<file path="config.mk">
export PLATFORM = sky130hd
export DESIGN_NAME = lbfd_decide
export DESIGN_NICKNAME = d
export VERILOG_FILES = /design/src/rtl/lbfd_pkg.sv /design/src/rtl/lbfd_decide.sv
export SDC_FILE = /design/constraint.sdc
export NUM_CORES = 1
export LEC_CHECK = 0
export BUFFER_PORTS_ARGS = -buffer_cell sky130_fd_sc_hd__buf_2
export CAP_MARGIN = 0
export CORE_AREA = 3 3 177 179
export DETAILED_ROUTE_END_ITERATION = 6
export DIE_AREA = 0 0 180 182
export PLACE_DENSITY = 0.52
export SLEW_MARGIN = 0
export SYNTH_ARGS = -nofsm -noshare
export SYNTH_HDL_FRONTEND = slang
export SYNTH_SLANG_ARGS = --single-unit
</file>
<file path="constraint.sdc">
create_clock -name vclk -period 3.73
set_clock_uncertainty 0.05 [all_clocks]
set_input_delay 0.373 -clock vclk [all_inputs]
set_output_delay 0.373 -clock vclk [all_outputs]
set_load 0.05 [all_outputs]
</file>
<file path="src/rtl/lbfd_pkg.sv">
// shared types and constants for the learning bridge forward decision block
// no dependencies
package lbfd_pkg;

  localparam int TABLE_DEPTH = 64;
  localparam int NUM_PORTS   = 4;
  localparam int IDX_W       = $clog2(TABLE_DEPTH);

  localparam int MAC_W       = 48;
  localparam int PORT_W      = 2;
  localparam int MASK_W      = 4;
  localparam int CFG_IDX_W   = 3;
  localparam int CFG_W       = 48;
  localparam int GROUP_BIT   = 40;

  // configuration register indexes
  localparam logic [CFG_IDX_W-1:0] REG_PORT_EN   = 3'd0;
  localparam logic [CFG_IDX_W-1:0] REG_PORT0_MAC = 3'd1;
  localparam logic [CFG_IDX_W-1:0] REG_PORT1_MAC = 3'd2;
  localparam logic [CFG_IDX_W-1:0] REG_PORT2_MAC = 3'd3;
  localparam logic [CFG_IDX_W-1:0] REG_PORT3_MAC = 3'd4;

  // query held for the whole table scan
  typedef struct packed {
    logic [PORT_W-1:0] ingress_port;
    logic              is_send;
    logic [MAC_W-1:0]  dst_mac;
    logic [MAC_W-1:0]  src_mac;
  } query_t;

  // scan token handed from cell to cell
  typedef struct packed {
    logic              busy;
    logic              src_hit;
    logic              src_moved;
    logic [IDX_W-1:0]  src_idx;
    logic              free_hit;
    logic [IDX_W-1:0]  free_idx;
    logic              dst_hit;
    logic [PORT_W-1:0] dst_port;
  } scan_t;

  // table write broadcast to all cells
  typedef struct packed {
    logic              en;
    logic [IDX_W-1:0]  idx;
    logic [MAC_W-1:0]  mac;
    logic [PORT_W-1:0] port;
  } wr_t;

  typedef struct packed {
    logic [MASK_W-1:0] forward_mask;
    logic [MASK_W-1:0] indicate_mask;
    logic              learn_changed;
    logic              table_full;
  } result_t;

endpackage

</file>
<file path="src/rtl/lbfd_decide.sv">
// learning update and per-port forward/indicate decision from a finished scan
// depends on lbfd_pkg
module lbfd_decide import lbfd_pkg::*; (
  input  query_t                  query,
  input  scan_t                   scan,
  input  logic [MASK_W-1:0]       port_en,
  input  logic [3:0][MAC_W-1:0]   port_mac,
  output result_t                 res,
  output wr_t                     wr
);

  logic [MASK_W-1:0] en;
  logic              ing_ok;
  logic              dst_hit;
  logic [PORT_W-1:0] dst_port;
  logic [MAC_W-1:0]  ing_mac;
  logic              cand;
  logic              veto;

  always_comb begin
    en = '0;
    for (int a = 0; a < MASK_W; a++) begin
      if (a < NUM_PORTS) en[a] = port_en[a];
    end
    ing_ok  = en[query.ingress_port];
    ing_mac = port_mac[query.ingress_port];

    res      = '0;
    wr.en    = 1'b0;
    wr.idx   = scan.src_idx;
    wr.mac   = query.src_mac;
    wr.port  = query.ingress_port;
    dst_hit  = scan.dst_hit;
    dst_port = scan.dst_port;
    cand     = 1'b0;
    veto     = 1'b0;

    if (ing_ok) begin
      if (!query.is_send) begin
        if (scan.src_hit) begin
          wr.en             = scan.src_moved;
          res.learn_changed = scan.src_moved;
        end else if (scan.free_hit) begin
          wr.en             = 1'b1;
          wr.idx            = scan.free_idx;
          res.learn_changed = 1'b1;
        end else begin
          res.table_full = 1'b1;
        end
        // destination equal to the just learned source sees the new port
        if (query.dst_mac == query.src_mac && (scan.src_hit || scan.free_hit)) begin
          dst_hit  = 1'b1;
          dst_port = query.ingress_port;
        end
      end

      for (int a = 0; a < MASK_W; a++) begin
        if (en[a] && PORT_W'(a) != query.ingress_port) begin
          if (query.is_send) begin
            cand = (query.src_mac == ing_mac) || (query.src_mac == port_mac[a]);
          end else begin
            cand = (query.dst_mac != ing_mac);
          end
          veto = cand && dst_hit && dst_port != PORT_W'(a);
          res.forward_mask[a]  = cand && !veto;
          res.indicate_mask[a] = !veto &&
                                 (query.dst_mac[GROUP_BIT] || query.dst_mac == port_mac[a]);
        end
      end
    end
  end

endmodule

</file>
==> key figures, run 1 <==
Status
  – Outcome: finished, final reports clean

Routing
  – Total detailed-routing wirelength: 59.29 mm
  – Antenna-violating nets left: 0
  – Initial drt markers: 1287
  – Vias per inst: 5.848
  – Routed length per instance: 33.42 um
  – DRT Pass-1 Iters: 7
  – Via count: 10.38k
  – DRC violation count after routing: 0

Global routing
  – Gr ovfl total: 0
  – First-pass GRT wire length: 79.11 mm
  – Initial antenna violation count: 4
  – GRT Total Usage: 0.3381
  – Largest net degree at the start of global routing: 19
  – Vias in the first global route: 9934

Finish
  – Number of clock buffers in the layout: 0
  – Storage element area: 0 sq um
  – # nets final: 1698
  – Area delta synth->final: 26.93%
  – Fraction of layout cells with a size suffix above 1: 0.3907
  – Fillers: 3135
  – FFs & Latches: 0

Die
  – IO Pins: 381
  – CORE AREA: 29720 sq um
  – Std cell rows: 63
  – Die area: 32760 sq um
  – Starting Density: 0.3014
  – Chip width: 180 um
  – Die Y: 182 um

Synthesis
  – Synth area leaders: xor2_1 42%, mux4_2 10%, nor4_1 7.7%
  – Yosys warns: 0
  – Synth cell count leaders: 433 x xor2_1, 110 x nor4_1, 87 x clkbuf_1
  – Synth unique cells: 56
  – Top-count cell post-synth: xor2_1
  – Post-synthesis sequential area ratio: 0
  – Syn avg cell area: 8.332 sq um
  – Post-synth net total: 1389
  – Synth Instances: 1075
  – Area leader, netlist: xor2_1
  – Top cell type's share of synthesized area: 0.4234
  – Mapped Area: 8957 sq um

Critical path
  – Crit path buf inv count: 6
  – CP max stage cell: mux4_2
  – Critical Path, Cell by Cell: buf_12, buf_4, mux4_2, buf_4, xnor2_1, nand4_1, a2111oi_1, buf_4, nand4_1, buf_4, a31oi_2, buf_12
  – Setup crit end: res[4]
  – Top cell family by delay on the critical path: buffers and inverters
  – CP Class: input port to primary output
  – Crit path DAT: 3.30 ns
  – Critical path peak fanout: 18
  – Critical Path Source: query[97]
  – WP data required: 3.31 ns
  – Max incr delay on CP: 0.52 ns
  – Critical Path Most Common Cell: buf_4
  – Startpoint Class: input port
  – Crit path depth: 12
  – Crit end category: primary output

Timing
  – Max Freq: 268.8 MHz
  – Worst-Margin Slew: 0.7994 ns
  – Final min period: 3.721 ns
  – RSZ-0062 raised after global routing: no
  – Max-slew headroom: 0.4622
  – Max Slew Vio Count: 0
  – Total Neg Setup Slack: 0 ns
  – Final hold violation count: 0
  – Tcrit/Tclk final: 0.9975
  – Final setup vio count: 0

Placement
  – Routability congestion estimate: 1.104
  – Port-buffer cells: 380
  – DP HPWL: 52.52 mm

Worst hold path
  – Worst Hold Class: input port to primary output

Clock network
  – Count of hold-fix buffers inserted at cts: 0

Job
  – Max Cap Violations: 0
==> how the worst min path moves through the flow <==
stage | depth (start not counted) | start | end | slack (ns)
after floorplan | 1 | query[97] | wr[0] | 0.86
after global placement | 3 | scan[9] | res[0] | 1.07
after detailed placement | 3 | scan[9] | res[0] | 1.07
after CTS | 3 | scan[9] | res[0] | 1.07
after global routing | 3 | scan[9] | res[0] | 1.08
final | 3 | scan[9] | res[0] | 1.07
==> metrics by stage <==
stage          hold slack, ns  setup slack, ns  utilization  cell area [sq um]  instances
6_report                1.068         0.009482       0.3826              11370       1774
4_1_cts                 1.070          0.02307       0.3807              11310       1771
3_3_place_gp            1.067          -0.1845       0.3794              11280       1770
5_1_grt                 1.083         0.001257       0.3824              11360       1772
2_1_floorplan          0.8631          0.05842            -               8967       1075
3_5_place_dp            1.066          -0.1923       0.3794              11280       1770
==> routing by layer <==
| layer | GRT usage | part of all wire |
|---|---|---|
| met2 | 0.5522 | 0.46 |
| met3 | 0.03946 | 0.088 |
| met1 | 0.4717 | 0.42 |
| met4 | 0.09220 | 0.037 |
| met5 | 0 | 0.00049 |
==> kinds of logic (layout without fill, tap and decap cells) <==
family	count (synthesis)	count (layout)	share of synthesized area
xor gates and xnor gates	509	509	0.4977
and+or+nand+nor	217	217	0.1492
buffers and inverters	173	480	0.1050
muxes	109	109	0.1936
AOI/OAI and AO/OA	67	67	0.05448
other	0	2	0
==> layout by cell type (no fill, tap or decap), drive strengths merged, types with 4 or more instances in the layout <==
| cell type | count |
|---|---|
| inv | 5 |
| o22ai | 11 |
| o2bb2ai | 5 |
| nor2b | 4 |
| mux2i | 51 |
| o21ai | 10 |
| mux4 | 48 |
| nand2 | 9 |
| nand2b | 8 |
| xor2 | 433 |
| nor3 | 10 |
| a21oi | 4 |
| xnor2 | 76 |
| buf | 474 |
| nor4 | 112 |
| mux2 | 10 |
| nor2 | 15 |
| nand4 | 45 |
| nand3 | 5 |
| a2111oi | 5 |
| a31oi | 6 |
==> tightest hold or removal path, cell delays in order <==
cell and delay [ns]:
buf_2 0.11, nor3_1 0.06, buf_2 0.21
==> what timing repair did <==
| action | in CTS | in global routing |
|---|---|---|
| gates resized for setup | 5 | 8 |
| setup endpoints to repair | 8 | 8 |
| buffers inserted | 1 | 1 |
| pin swaps | 1 | 1 |
==> area by class of cell <==
cell class / instances / area [sq um] / share of cell area
multi-input cells: 902 / 8078 / 0.7105
repair buffers: 475 / 2780 / 0.2445
well taps: 390 / 488.0 / 0.04292
inverters: 5 / 18.77 / 0.001651
diodes: 2 / 5.005 / 0.0004402
==> run 2: changes to the inputs <==
--- a/config.mk
+++ b/config.mk
@@ -5,6 +5,7 @@
 export SDC_FILE = /design/constraint.sdc
 export NUM_CORES = 1
 export LEC_CHECK = 0
+export ABC_CLOCK_PERIOD_IN_PS = 4700
 export BUFFER_PORTS_ARGS = -buffer_cell sky130_fd_sc_hd__buf_2
 export CAP_MARGIN = 0
 export CORE_AREA = 3 3 177 179
==> constraint.sdc (replaced) <==
create_clock -name vclk -period 4.7
set_clock_uncertainty 0.05 [all_clocks]
set_input_delay 0.47 -clock vclk [all_inputs]
set_output_delay 0.47 -clock vclk [all_outputs]
set_load 0.05 [all_outputs]
==> key figures, run 2 (same netlist as run 1, synthesis figures left out) <==
Finish
  – # nets final: 1639
  – Fraction of layout cells with a size suffix above 1: 0.3583
  – Most frequent cells in the layout: 433 x xor2_1, 378 x buf_2, 110 x nor4_1, 76 x xnor2_1, 51 x mux2i_1
  – Storage element area: 0 sq um
  – Area of the multi-input gates: 8016 sq um
  – Area delta synth->final: 19.63%
  – Number of clock buffers in the layout: 0
  – Most common cell after layout, fill and taps aside: xor2_1
  – Fillers: 3240
  – FFs & Latches: 0

Global routing
  – Met1 Use GR: 0.4973
  – Most Crowded Layer GR: met2
  – GR Layer Usage met2: 0.5795
  – Met3 Use GR: 0.05769
  – Initial antenna violation count: 4
  – Largest net degree at the start of global routing: 39
  – First-pass GRT wire length: 82.86 mm
  – Vias in the first global route: 9775
  – GRT Total Usage: 0.3617
  – Gr ovfl total: 0

Timing
  – Worst-Margin Slew: 1.128 ns
  – Total Neg Setup Slack: 0 ns
  – Max Freq: 226.2 MHz
  – Min Hold Slack: 1.264 ns
  – Max-slew headroom: 0.2414
  – RSZ-0062 raised after global routing: no
  – Final min period: 4.421 ns
  – Max Slew Vio Count: 0
  – Final setup vio count: 0
  – Final hold violation count: 0
  – Tcrit/Tclk final: 0.9407

Job
  – Max Cap Violations: 0

Clock network
  – # resized after CTS: 0
  – Post-CTS Setup Bufs: 0
  – Count of hold-fix buffers inserted at cts: 0

Critical path
  – Critical Path, Cell by Cell: buf_4, buf_4, mux4_2, xnor2_1, nand4_1, or4_1, a211oi_2, nand4_1, a31oi_1, buf_2
  – CP Class: input port to primary output
  – Crit end category: primary output
  – WP data required: 4.18 ns
  – Max incr delay on CP: 0.65 ns
  – Crit path buf inv count: 3
  – Top cell family by delay on the critical path: buffers and inverters
  – Critical path peak fanout: 30
  – CP max stage cell: or4_1
  – Crit path DAT: 3.90 ns
  – Critical Path Source: query[97]
  – Startpoint Class: input port

Die
  – Chip width: 180 um
  – CORE AREA: 29720 sq um
  – IO Pins: 381
  – Die Y: 182 um
  – Starting Density: 0.3014
  – Die area: 32760 sq um
  – Std cell rows: 63

Placement
  – Port-buffer cells: 380
  – Routability congestion estimate: 1.002
  – DP HPWL: 55.57 mm

Routing
  – Vias per inst: 5.742
  – Routed length per instance: 36.81 um
  – Initial drt markers: 904
  – DRT Pass-1 Iters: 5
  – Total detailed-routing wirelength: 63.09 mm
  – Antenna-violating nets left: 0
  – Via count: 9842
  – DRC violation count after routing: 0

Worst hold path
  – Worst Hold Launch: scan[9]
  – Hold Crit Depth: 3
  – Hold Path Sink: res[0]
  – Worst Hold Class: input port to primary output

Status
  – Outcome: finished, final reports clean
run 2: cell count changes in the layout (fill, tap and decap cells not counted), sizes merged:
cell	previous run	this run
buf	474	416
clkbuf	1	0
diode	2	1
run 2: worst max path at each step:
stage / endpoint / slack [ns] / cells past startpoint
3_3_place_gp: res[3] / 0.37 / 10
6_report: res[5] / 0.28 / 10
3_5_place_dp: res[2] / 0.39 / 10
5_1_grt: res[4] / 0.18 / 10
4_1_cts: res[2] / 0.36 / 10
2_1_floorplan: res[6] / 0.67 / 11
run 2: routing by layer:
metal	up-vias	routed length, um
met5	-	34
met4	6	2589
met3	87	4872
met2	569	28360
met1	4928	27240
li1	4252	-
run 2: cell type report:
class                      count  share of cell area
inverter                       5            0.001752
multi-input combinational    902              0.7481
antenna                        1           0.0002335
tap                          390             0.04554
timing repair buffer         416              0.2043
run 2: through the flow:
step / std cells / cell area [sq um] / worst slack [ns] / util
6_report: 1714 / 10720 / 0.2787 / 0.3606
5_1_grt: 1713 / 10710 / 0.1838 / 0.3605
3_3_place_gp: 1713 / 10710 / 0.3703 / 0.3605
3_5_place_dp: 1713 / 10710 / 0.3877 / 0.3605
4_1_cts: 1713 / 10710 / 0.3584 / 0.3605
2_1_floorplan: 1075 / 8957 / 0.6687 / -
run 2: tightest hold or removal path, delay by kind of cell:
| kind | cells | cell delay, ns |
|---|---|---|
| buffers and inverters | 2 | 0.31 |
| and+or+nand+nor | 1 | 0.05 |
==> run 3: changes to the inputs <==
--- a/config.mk
+++ b/config.mk
@@ -11,6 +11,7 @@
 export CORE_AREA = 3 3 177 179
 export DETAILED_ROUTE_END_ITERATION = 6
 export DIE_AREA = 0 0 180 182
+export MAX_ROUTING_LAYER = met4
 export PLACE_DENSITY = 0.52
 export SLEW_MARGIN = 0
 export SYNTH_ARGS = -nofsm -noshare
==> key figures, run 3 (same netlist as run 1, synthesis figures left out) <==
Routing
  – DRC violation count after routing: 0
  – Vias per inst: 5.853
  – DRT Pass-1 Iters: 5
  – Routed length per instance: 36.35 um
  – Total detailed-routing wirelength: 62.09 mm
  – Via count: 9997
  – Antenna-violating nets left: 0
  – Initial drt markers: 1024

Global routing
  – Vias in the first global route: 9698
  – GRT Total Usage: 0.3650
  – Initial antenna violation count: 1
  – Gr ovfl total: 0
  – First-pass GRT wire length: 81.65 mm
  – Largest net degree at the start of global routing: 39

Finish
  – Fillers: 3207
  – Fraction of layout cells with a size suffix above 1: 0.3554
  – Area delta synth->final: 19.40%
  – Most common cell after layout, fill and taps aside: xor2_1
  – Number of clock buffers in the layout: 0
  – Storage element area: 0 sq um
  – Most frequent cells in the layout: 433 x xor2_1, 378 x buf_2, 110 x nor4_1, 76 x xnor2_1, 51 x mux2i_1
  – # nets final: 1633
  – Post-Layout Cell Count: 1708
  – FFs & Latches: 0
  – Area of the multi-input gates: 8016 sq um

Critical path
  – Max incr delay on CP: 0.52 ns
  – Crit end category: primary output
  – Crit path DAT: 3.84 ns
  – Critical Path, Cell by Cell: buf_4, buf_4, mux4_2, xnor2_1, nand4_1, nor4_1, nand3_1, buf_4, o311ai_1, nor4b_2, buf_2
  – Critical Path Most Common Cell: buf_4
  – Critical Path Source: query[97]
  – CP max stage cell: mux4_2
  – WP data required: 4.18 ns
  – CP Class: input port to primary output
  – Startpoint Class: input port
  – Critical path peak fanout: 30

Timing
  – Final setup vio count: 0
  – Max Freq: 229.5 MHz
  – Setup ws final: 0.3428 ns
  – Final hold violation count: 0
  – Tcrit/Tclk final: 0.9271
  – Total Neg Setup Slack: 0 ns
  – Worst-Margin Slew: 0.9933 ns
  – Max Slew Vio Count: 0
  – Min Hold Slack: 1.259 ns
  – Final min period: 4.357 ns
  – RSZ-0062 raised after global routing: no
  – Max-slew headroom: 0.3317

Worst hold path
  – Worst Hold Class: input port to primary output
  – Worst Hold Launch: scan[9]

Job
  – Max Cap Violations: 0

Die
  – Std cell rows: 63
  – Starting Density: 0.3014
  – Chip width: 180 um
  – IO Pins: 381
  – CORE AREA: 29720 sq um
  – Die Y: 182 um
  – Die area: 32760 sq um

Placement
  – Port-buffer cells: 380
  – DP HPWL: 55.01 mm
  – Placed cells: 1707
  – Pre-CTS setup slack: 0.3759 ns
  – Routability congestion estimate: 1.057

Clock network
  – Post-CTS Setup Bufs: 0
  – # resized after CTS: 0
  – Count of hold-fix buffers inserted at cts: 0

Status
  – Outcome: finished, final reports clean
## run 3: routing by layer
metal / global-route usage / vias up / wire length [um]
met3: 0.05108 / 88 / 5045
met5: - / - / 0
met2: 0.5757 / 671 / 28240
met4: 0.1049 / 0 / 2329
li1: - / 4240 / -
met1: 0.4886 / 4998 / 26470
## run 3: worst max-delay path, delay by kind of cell
family	cells	cell delay [ns]
buf+inv	4	1.32
mux	1	0.52
compound gates	1	0.14
simple gates	4	1.04
xor+xnor	1	0.31
## run 3: path summary, 6_finish.rpt
check,cells after the start,endpoint,slack [ns]
worst min-delay path,3,res[0],1.26
worst max-delay path,11,res[9],0.34
## run 3: cell type report
class / instances / area share
multi-input combinational: 902 / 0.7495
timing repair buffer: 410 / 0.2029
antenna: 1 / 0.0002340
tap: 390 / 0.04562
inverter: 5 / 0.001755
## run 3: per-stage QoR
step / instance area (sq um) / util
after floorplan: 8957 / -
after global placement: 10690 / 0.3598
after detailed placement: 10690 / 0.3598
after CTS: 10690 / 0.3598
after global routing: 10700 / 0.3599
final: 10700 / 0.3599
