==> config.mk <==
export PLATFORM = sky130hd
export DESIGN_NAME = lbfd_cell
export DESIGN_NICKNAME = d
export VERILOG_FILES = /design/src/rtl/lbfd_pkg.sv /design/src/rtl/lbfd_cell.sv
export SDC_FILE = /design/constraint.sdc
export NUM_CORES = 1
export LEC_CHECK = 0
export ABC_CLOCK_PERIOD_IN_PS = 6700
export BUFFER_PORTS_ARGS = -buffer_cell sky130_fd_sc_hd__buf_2
export CELL_PAD_IN_SITES_DETAIL_PLACEMENT = 0
export CELL_PAD_IN_SITES_GLOBAL_PLACEMENT = 1
export CORE_UTILIZATION = 30
export CTS_BUF_LIST = sky130_fd_sc_hd__clkbuf_8
export CTS_CLUSTER_DIAMETER = 80
export DETAILED_ROUTE_END_ITERATION = 12
export PLACE_DENSITY_LB_ADDON = 0.12
export SLEW_MARGIN = 30
export SYNTH_ARGS = -nofsm -noshare
export SYNTH_HDL_FRONTEND = slang
export SYNTH_SLANG_ARGS = --single-unit
==> constraint.sdc <==
create_clock -name clk -period 6.7 [get_ports clk]
set_clock_uncertainty 0.05 [all_clocks]
set_input_delay 1.005 -clock clk [delete_from_list [all_inputs] [get_ports clk]]
set_output_delay 1.005 -clock clk [all_outputs]
set_load 0.05 [all_outputs]
==> src/rtl/lbfd_pkg.sv <==
// shared types and constants for the learning bridge forward decision block
// no dependencies
package lbfd_pkg;

  localparam int TABLE_DEPTH = 64;
  localparam int NUM_PORTS   = 4;
  localparam int IDX_W       = $clog2(TABLE_DEPTH);

  localparam int MAC_W       = 48;
  localparam int PORT_W      = 2;
  localparam int MASK_W      = 4;
  localparam int CFG_IDX_W   = 3;
  localparam int CFG_W       = 48;
  localparam int GROUP_BIT   = 40;

  // configuration register indexes
  localparam logic [CFG_IDX_W-1:0] REG_PORT_EN   = 3'd0;
  localparam logic [CFG_IDX_W-1:0] REG_PORT0_MAC = 3'd1;
  localparam logic [CFG_IDX_W-1:0] REG_PORT1_MAC = 3'd2;
  localparam logic [CFG_IDX_W-1:0] REG_PORT2_MAC = 3'd3;
  localparam logic [CFG_IDX_W-1:0] REG_PORT3_MAC = 3'd4;

  // query held for the whole table scan
  typedef struct packed {
    logic [PORT_W-1:0] ingress_port;
    logic              is_send;
    logic [MAC_W-1:0]  dst_mac;
    logic [MAC_W-1:0]  src_mac;
  } query_t;

  // scan token handed from cell to cell
  typedef struct packed {
    logic              busy;
    logic              src_hit;
    logic              src_moved;
    logic [IDX_W-1:0]  src_idx;
    logic              free_hit;
    logic [IDX_W-1:0]  free_idx;
    logic              dst_hit;
    logic [PORT_W-1:0] dst_port;
  } scan_t;

  // table write broadcast to all cells
  typedef struct packed {
    logic              en;
    logic [IDX_W-1:0]  idx;
    logic [MAC_W-1:0]  mac;
    logic [PORT_W-1:0] port;
  } wr_t;

  typedef struct packed {
    logic [MASK_W-1:0] forward_mask;
    logic [MASK_W-1:0] indicate_mask;
    logic              learn_changed;
    logic              table_full;
  } result_t;

endpackage

==> src/rtl/lbfd_cell.sv <==
// one table entry of the learning table plus its stage of the scan chain
// depends on lbfd_pkg
module lbfd_cell import lbfd_pkg::*; (
  input  logic             clk,
  input  logic             rst_n,
  input  logic [IDX_W-1:0] my_idx,
  input  query_t           query,
  input  wr_t              wr,
  input  scan_t            scan_in,
  output scan_t            scan_out
);

  logic              valid_r;
  logic [MAC_W-1:0]  mac_r;
  logic [PORT_W-1:0] port_r;
  scan_t             scan_r;
  scan_t             scan_nxt;

  always_comb begin
    scan_nxt = scan_in;
    if (valid_r && mac_r == query.src_mac) begin
      scan_nxt.src_hit   = 1'b1;
      scan_nxt.src_moved = (port_r != query.ingress_port);
      scan_nxt.src_idx   = my_idx;
    end
    // lowest free entry wins
    if (!valid_r && !scan_in.free_hit) begin
      scan_nxt.free_hit = 1'b1;
      scan_nxt.free_idx = my_idx;
    end
    if (valid_r && mac_r == query.dst_mac) begin
      scan_nxt.dst_hit  = 1'b1;
      scan_nxt.dst_port = port_r;
    end
  end

  always_ff @(posedge clk) begin
    if (!rst_n) begin
      valid_r <= 1'b0;
      scan_r  <= '0;
    end else begin
      scan_r <= scan_nxt;
      if (wr.en && wr.idx == my_idx) begin
        valid_r <= 1'b1;
      end
    end
  end

  always_ff @(posedge clk) begin
    if (wr.en && wr.idx == my_idx) begin
      mac_r  <= wr.mac;
      port_r <= wr.port;
    end
  end

  assign scan_out = scan_r;

endmodule

==> results.py, run 1 <==
metrics = {
    "cts": {
        "cts_buffer_depth": 2,
        "tritoncts": "built",
        "hold_buffers": 0,
        "cts_buffers": 9,
        "total_number_of_clock_tree_sinks": 70,
        "clk_pin_slew_ns": 0.08,
        "post_cts_resized": 0,
        "clock_latency_ns": 0.35,
        "root_buffer": "sky130_fd_sc_hd__clkbuf_8",
        "h-tree-depth": 3,
        "post-cts-setup-buffer-count": 0,
    },
    "floorplan": {
        "num_io_pins": 202,
        "start_util": 0.313,
        "coreArea_um2": 11000,
        "chipWidth_um": 109,
        "die_height_um": 109,
        "core.rowCount": 38,
        "overall_die_area_um2": 11900,
    },
    "placement": {
        "io_buffer_count": 200,
        "gp_congestion": 0.771,
        "dpl.hpwl_mm": 8.19,
        "dpl-instance-area_um2": 4630,
    },
    "power_and_ir_drop": {
        "ir_drop_v": 0.0000764,
        "switching_share": 0.250,
        "seqPwrFrac": 0.493,
        "power_switching_mw": 0.242,
        "power_per_cell_area_nw_per_um2": 201,
        "power_frac_clock": 0.358,
        "power_leakage_nw": 2.07,
        "internal_power_mw": 0.726,
        "power.share.combinational": 0.148,
    },
    "critical_path": {
        "worst_setup_path_end_kind": "register",
        "worst_path_max_delay_cell": "sky130_fd_sc_hd__nor4_1",
        "worstPathMaxFanout": 9,
        "arrival_time_of_data_at_the_critical_path_endpoint_ns": 2.67,
        "nature_of_the_critical_path_startpoint": "input port",
        "max_stage_delay_ns": 0.48,
        "crit_path_cells": "buf_2 -> xor2_1 -> nor4_1 -> and4_1 -> nand4_4 -> a21o_1 -> a21boi_2",
        "critical_path.reg2reg.endpoint": "scan_out[16]",
        "critical_path_class": "input port to register",
        "count_of_cells_along_the_worst_register_to_register_path": 6,
        "flop2flop_setup_slack_ns": 4.53,
        "worst_ep_required_time_ns": 6.94,
        "r2r_path_start": "mac_r[13]",
    },
    "min_path": {
        "min_delay_worst_endpoint": "scan_out[1]",
        "min_path_type": "register to register",
        "holdCritStartpoint": "port_r[1]",
        "hold-path-cell-count": 2,
    },
    "yosys": {
        "post_synth.cell_area_avg_um2": 12.6,
        "synth_seq_cells": 70,
        "synth_area_leaders": "sky130_fd_sc_hd__edfxtp_1 44%, sky130_fd_sc_hd__xnor2_1 19%, sky130_fd_sc_hd__dfxtp_1 12%",
        "synth_cells": 273,
        "synth_cell_type_count": 32,
        "syn-cell-area_um2": 3440,
        "netlist.area_leader.share": 0.436,
        "synthesized_net_count": 456,
        "ys_seq_area_frac": 0.553,
        "synth_warnings": 0,
        "synthDominantAreaCellType": "sky130_fd_sc_hd__edfxtp_1",
    },
    "global_route": {
        "overflow_after_grt": 0,
        "pin_count_of_the_biggest_net_entering_global_routing": 52,
        "antenna_found_initial": 1,
        "grt_first_pass_wirelength_mm": 14.7,
        "grt_use_met1": 0.219,
        "grtUsageMet3": 0.0574,
        "grt_pass1_vias": 2852,
        "grt_use_met2": 0.273,
        "global_route.peak_usage_layer": "met2",
        "track_usage": 0.173,
    },
    "run": {
        "cap_viol_max_count": 0,
    },
    "cells_and_area": {
        "layout.cells.most_common_list": "200 x sky130_fd_sc_hd__buf_2, 74 x sky130_fd_sc_hd__xnor2_1, 50 x sky130_fd_sc_hd__edfxtp_1",
        "fraction_of_final_layout_cells_sized_beyond_drive_strength_1": 0.456,
        "final_design_area_excluding_fillers_um2": 4830,
        "layout.cells.most_common": "sky130_fd_sc_hd__buf_2",
        "nNetsFinal": 665,
        "syn2layout_area_growth_pct": 40.3,
    },
    "sta": {
        "hold_viol_final": 0,
        "grt_setup_unrepaired": "false",
        "finalHoldWorstSlack_ns": 0.529,
        "final.period_utilization": 0.364,
        "fmaxAchievable_mhz": 410,
        "slew_headroom": 0.534,
        "final_max_slew_viol_count": 0,
        "tightest_slew_ns": 0.699,
        "tns_ns": 0,
        "final_setup_violation_count": 0,
        "fin_crit_ns": 2.44,
    },
    "drt": {
        "first_pass_iters": 4,
        "drt_first_iter_violations": 86,
        "detail_route.wirelength_mm": 9.99,
        "via_count_of_the_routed_design": 2776,
        "routed_length_per_instance_um": 15.9,
        "drc": 0,
        "avgViaCountPerCell": 4.42,
        "drt.antenna.violating_nets": 0,
    },
    "run_status": {
        "status": "finished, final reports clean",
    },
}
Yosys cell counts:
cell / number
sky130_fd_sc_hd__nand4_4: 1
sky130_fd_sc_hd__nand2b_1: 8
sky130_fd_sc_hd__and4_1: 1
sky130_fd_sc_hd__nor2b_1: 11
sky130_fd_sc_hd__edfxtp_1: 50
sky130_fd_sc_hd__xnor2_1: 74
sky130_fd_sc_hd__o21a_1: 1
sky130_fd_sc_hd__nor3_1: 3
sky130_fd_sc_hd__o21ai_0: 6
sky130_fd_sc_hd__mux2i_1: 8
sky130_fd_sc_hd__nand4_1: 18
sky130_fd_sc_hd__a21boi_1: 2
sky130_fd_sc_hd__nor4_1: 6
sky130_fd_sc_hd__a21oi_1: 1
sky130_fd_sc_hd__inv_2: 1
sky130_fd_sc_hd__nor4_2: 1
sky130_fd_sc_hd__nand3_1: 1
sky130_fd_sc_hd__nor2_1: 1
sky130_fd_sc_hd__a221o_1: 2
sky130_fd_sc_hd__a21boi_0: 7
sky130_fd_sc_hd__o221ai_1: 3
sky130_fd_sc_hd__a21o_1: 1
sky130_fd_sc_hd__dfxtp_1: 20
sky130_fd_sc_hd__o2111ai_1: 3
sky130_fd_sc_hd__nand2_1: 7
sky130_fd_sc_hd__a21boi_2: 1
sky130_fd_sc_hd__xor2_1: 17
sky130_fd_sc_hd__a2111o_1: 1
sky130_fd_sc_hd__inv_1: 12
sky130_fd_sc_hd__nor4_4: 1
sky130_fd_sc_hd__and2_1: 1
sky130_fd_sc_hd__clkbuf_1: 3
cell type report:
class,instances,area (µm²)
clock buffer,10,138
sequential,70,1900
clock inverter,6,60.1
antenna,1,2.50
multi-input combinational,187,1490
fill,1108,6150
timing repair buffer,201,1010
tap,140,175
inverter,13,48.8
cells by family (layout without fill, tap and decap cells):
kind of cell,count (synthesis),count (layout),share of synthesized area
buffers and inverters,16,230,0.0175
muxes,8,8,0.0233
other,0,1,0
DFF,70,70,0.553
AOI/OAI and AO/OA,28,28,0.0618
xor gates and xnor gates,91,91,0.232
and+or+nand+nor,60,60,0.113
flip-flops by register name, summed over array words and instances, names as in the netlist:
name,cells
mac_r,48
valid_r,1
scan_out,19
port_r,2
worst max-delay path, delay by kind of cell:
| kind | cells | cell delay [ns] |
|---|---|---|
| xor+xnor | 1 | 0.13 |
| buf+inv | 1 | 0.10 |
| compound gates | 2 | 0.38 |
| simple gates | 3 | 1.05 |
how the worst max path moves through the flow:
stage,from,endpoint,depth (start not counted)
detailed placement,query[6],scan_out[16],7
CTS,query[40],scan_out[16],7
finish,query[21],scan_out[16],7
global route,query[40],scan_out[16],7
global placement,query[40],scan_out[16],7
floorplan,my_idx[5],mac_r[0],2
metrics by stage:
stage | setup WS (ns) | std cells | util | power (mW)
after floorplan | 2.12 | 273 | - | 0.556
after global placement | 3.91 | 611 | 0.421 | 0.631
after detailed placement | 3.91 | 611 | 0.421 | 0.633
after CTS | 4.29 | 627 | 0.439 | 0.985
after global routing | 4.18 | 627 | 0.439 | 1.02
final | 4.26 | 628 | 0.440 | 0.968
power by group through the flow:
stage / logic, mW / clock network, mW / registers [mW]
floorplan: 0.0458 / 0 / 0.510
detailed placement: 0.145 / 0 / 0.488
CTS: 0.146 / 0.362 / 0.478
finish: 0.144 / 0.347 / 0.478
global route: 0.157 / 0.379 / 0.479
global placement: 0.143 / 0 / 0.487
per-layer routing:
layer / up-vias / share of wire / wire [µm]
met3: 13 / 0.098 / 976
li1: 1393 / - / -
met5: - / 0.0016 / 16
met1: 1248 / 0.42 / 4230
met4: 2 / 0.014 / 143
met2: 120 / 0.46 / 4620
No activity file was read; power rests on OpenSTA's default activity.
==> run 2, diff against run 1 <==
--- a/config.mk
+++ b/config.mk
@@ -5,11 +5,11 @@
 export SDC_FILE = /design/constraint.sdc
 export NUM_CORES = 1
 export LEC_CHECK = 0
-export ABC_CLOCK_PERIOD_IN_PS = 6700
+export ABC_CLOCK_PERIOD_IN_PS = 2400
 export BUFFER_PORTS_ARGS = -buffer_cell sky130_fd_sc_hd__buf_2
 export CELL_PAD_IN_SITES_DETAIL_PLACEMENT = 0
 export CELL_PAD_IN_SITES_GLOBAL_PLACEMENT = 1
-export CORE_UTILIZATION = 30
+export CORE_UTILIZATION = 33
 export CTS_BUF_LIST = sky130_fd_sc_hd__clkbuf_8
 export CTS_CLUSTER_DIAMETER = 80
 export DETAILED_ROUTE_END_ITERATION = 12
==> constraint.sdc (replaced) <==
create_clock -name clk -period 2.4 [get_ports clk]
set_clock_uncertainty 0.05 [all_clocks]
set_input_delay 0.36 -clock clk [delete_from_list [all_inputs] [get_ports clk]]
set_output_delay 0.36 -clock clk [all_outputs]
set_load 0.05 [all_outputs]
==> run 2 against run 1 <==
  * Combinational power grew to 2.8 times the previous value
  * Hold slack lost 0.39 ns
  * Flip-flop and latch count stayed put
  * Routed wire length decreased by 3.7%
  * First-iteration DRC count is 3.5% lower
  * Die area fell by 8.9%
  * Utilization rose by 4.6 points
  * Global-route usage grew 0.97 points
  * Cell count is 1.3% lower
  * Register-to-register slack got worse by 4.3 ns
  * Via count fell by 2.2%
  * Non-clock buffer count unchanged
==> results.py, run 2 (synthesis results as in run 1) <==
metrics = {
    "global_route": {
        "grt_first_pass_wirelength_mm": 14.8,
        "track_usage": 0.183,
        "overflow_after_grt": 0,
        "grt_pass1_vias": 2827,
        "antenna_found_initial": 0,
        "pin_count_of_the_biggest_net_entering_global_routing": 52,
    },
    "critical_path": {
        "flop2flop_setup_slack_ns": 0.25,
        "critPathTopFamily": "simple AND/OR/NAND/NOR gates",
        "critical_path_class": "register to register",
        "max_stage_delay_ns": 0.49,
        "worst_path_max_delay_cell": "sky130_fd_sc_hd__nor4_1",
        "nature_of_the_critical_path_startpoint": "register",
        "worst_setup_path_end_kind": "register",
        "count_of_cells_along_the_worst_register_to_register_path": 6,
        "r2r_path_start": "mac_r[21]",
        "crit_path_cells": "xor2_1 -> nor4_1 -> and4_1 -> nand4_4 -> a21o_1 -> a21boi_2",
        "worst_ep_required_time_ns": 2.63,
        "worst-path-stages": 6,
        "worstPathMaxFanout": 9,
        "arrival_time_of_data_at_the_critical_path_endpoint_ns": 2.38,
        "critical_path.reg2reg.endpoint": "scan_out[16]",
        "cp_num_buf_inv": 0,
    },
    "cells_and_area": {
        "multiInputGateArea_um2": 1510,
        "n_fill_cell": 961,
        "antennaDiodeCount": 0,
        "nNetsFinal": 665,
        "ff_latch_area_um2": 1900,
        "syn2layout_area_growth_pct": 40.4,
        "layout.cells.most_common_list": "200 x sky130_fd_sc_hd__buf_2, 74 x sky130_fd_sc_hd__xnor2_1, 50 x sky130_fd_sc_hd__edfxtp_1",
        "largest_reg_flops": 48,
        "layout.cells.most_common": "sky130_fd_sc_hd__buf_2",
        "top_register": "mac_r",
        "fraction_of_final_layout_cells_sized_beyond_drive_strength_1": 0.454,
    },
    "sta": {
        "tightest_slew_ns": 0.500,
        "final_max_slew_viol_count": 0,
        "final_setup_violation_count": 0,
        "finalHoldWorstSlack_ns": 0.144,
        "slew_headroom": 0.663,
        "fmaxAchievable_mhz": 466,
        "grt_setup_unrepaired": "false",
        "fin_crit_ns": 2.15,
        "timing.final.ws_setup_ns": 0.253,
        "hold_viol_final": 0,
        "final.period_utilization": 0.894,
    },
    "placement": {
        "pre_cts_ws_ns": 0.239,
        "dpl.hpwl_mm": 7.85,
        "gp_congestion": 0.779,
        "io_buffer_count": 200,
    },
    "drt": {
        "avgViaCountPerCell": 4.38,
        "routed_length_per_instance_um": 15.5,
        "drt.antenna.violating_nets": 0,
        "drc": 0,
        "first_pass_iters": 4,
        "detail_route.wirelength_mm": 9.62,
        "via_count_of_the_routed_design": 2716,
        "drt_first_iter_violations": 83,
    },
    "cts": {
        "cts_buffers": 9,
        "post-cts-setup-buffer-count": 0,
        "cts_buffer_depth": 2,
        "hold_buffers": 0,
        "clk_pin_slew_ns": 0.07,
        "post_cts_resized": 0,
        "h-tree-depth": 3,
        "tritoncts": "built",
        "total_number_of_clock_tree_sinks": 70,
        "clock_latency_ns": 0.34,
        "root_buffer": "sky130_fd_sc_hd__clkbuf_8",
    },
    "power_and_ir_drop": {
        "power_leakage_nw": 2.07,
        "power_per_cell_area_nw_per_um2": 540,
        "ir_drop_v": 0.000217,
    },
    "floorplan": {
        "overall_die_area_um2": 10800,
        "die_height_um": 104,
        "num_io_pins": 202,
        "start_util": 0.346,
        "coreArea_um2": 9950,
        "chipWidth_um": 104,
        "core.rowCount": 36,
    },
    "min_path": {
        "min_path_type": "input port to register",
        "holdCritStartpoint": "wr[46]",
        "min_delay_worst_endpoint": "mac_r[44]",
        "hold-path-cell-count": 1,
    },
    "run": {
        "cap_viol_max_count": 0,
    },
    "run_status": {
        "status": "finished, final reports clean",
    },
}
[run 2: per-stage QoR]
step / setup TNS, ns / util / std cells / total power, mW / instance area (µm²)
final: 0 / 0.485 / 620 / 2.61 / 4830
after global routing: 0 / 0.485 / 620 / 2.74 / 4830
after CTS: 0 / 0.485 / 620 / 2.66 / 4830
after detailed placement: 0 / 0.467 / 604 / 1.77 / 4650
after global placement: 0 / 0.467 / 604 / 1.76 / 4650
after floorplan: -17.96 / - / 273 / 1.56 / 3470
[run 2: where the power goes]
| group | switching, mW | total, mW | internal, mW |
|---|---|---|---|
| Combinational | 0.200 | 0.401 | 0.202 |
| Sequential | 0.0126 | 1.33 | 1.32 |
| Clock | 0.425 | 0.873 | 0.448 |
[run 2: how the worst max path moves through the flow]
stage | from | to | slack (ns)
global route | mac_r[32] | scan_out[1] | 0.13
global placement | query[80] | scan_out[0] | 0.28
CTS | mac_r[31] | scan_out[16] | 0.26
detailed placement | query[80] | scan_out[0] | 0.24
finish | mac_r[21] | scan_out[16] | 0.25
floorplan | my_idx[5] | mac_r[0] | -0.35
[run 2: worst reg2reg max path, stage by stage (launching register included)]
cell                       delay, ns
sky130_fd_sc_hd__edfxtp_1       0.42
sky130_fd_sc_hd__xor2_1         0.19
sky130_fd_sc_hd__nor4_1         0.49
sky130_fd_sc_hd__and4_1         0.33
sky130_fd_sc_hd__nand4_4        0.24
sky130_fd_sc_hd__a21o_1         0.26
sky130_fd_sc_hd__a21boi_2       0.12
[run 2: routing by layer]
layer	vias to the layer above	GRT usage	part of all wire
met3	9	0.0545	0.076
met5	-	0	0
li1	1391	-	-
met4	0	0.0735	0.013
met1	1205	0.231	0.44
met2	111	0.293	0.47
[run 2: area by class of cell]
type,instances,area share
sequential,70,0.394
multi-input combinational,187,0.313
timing repair buffer,201,0.211
tap,133,0.0344
clock buffer,12,0.0342
inverter,13,0.0101
clock inverter,4,0.00337
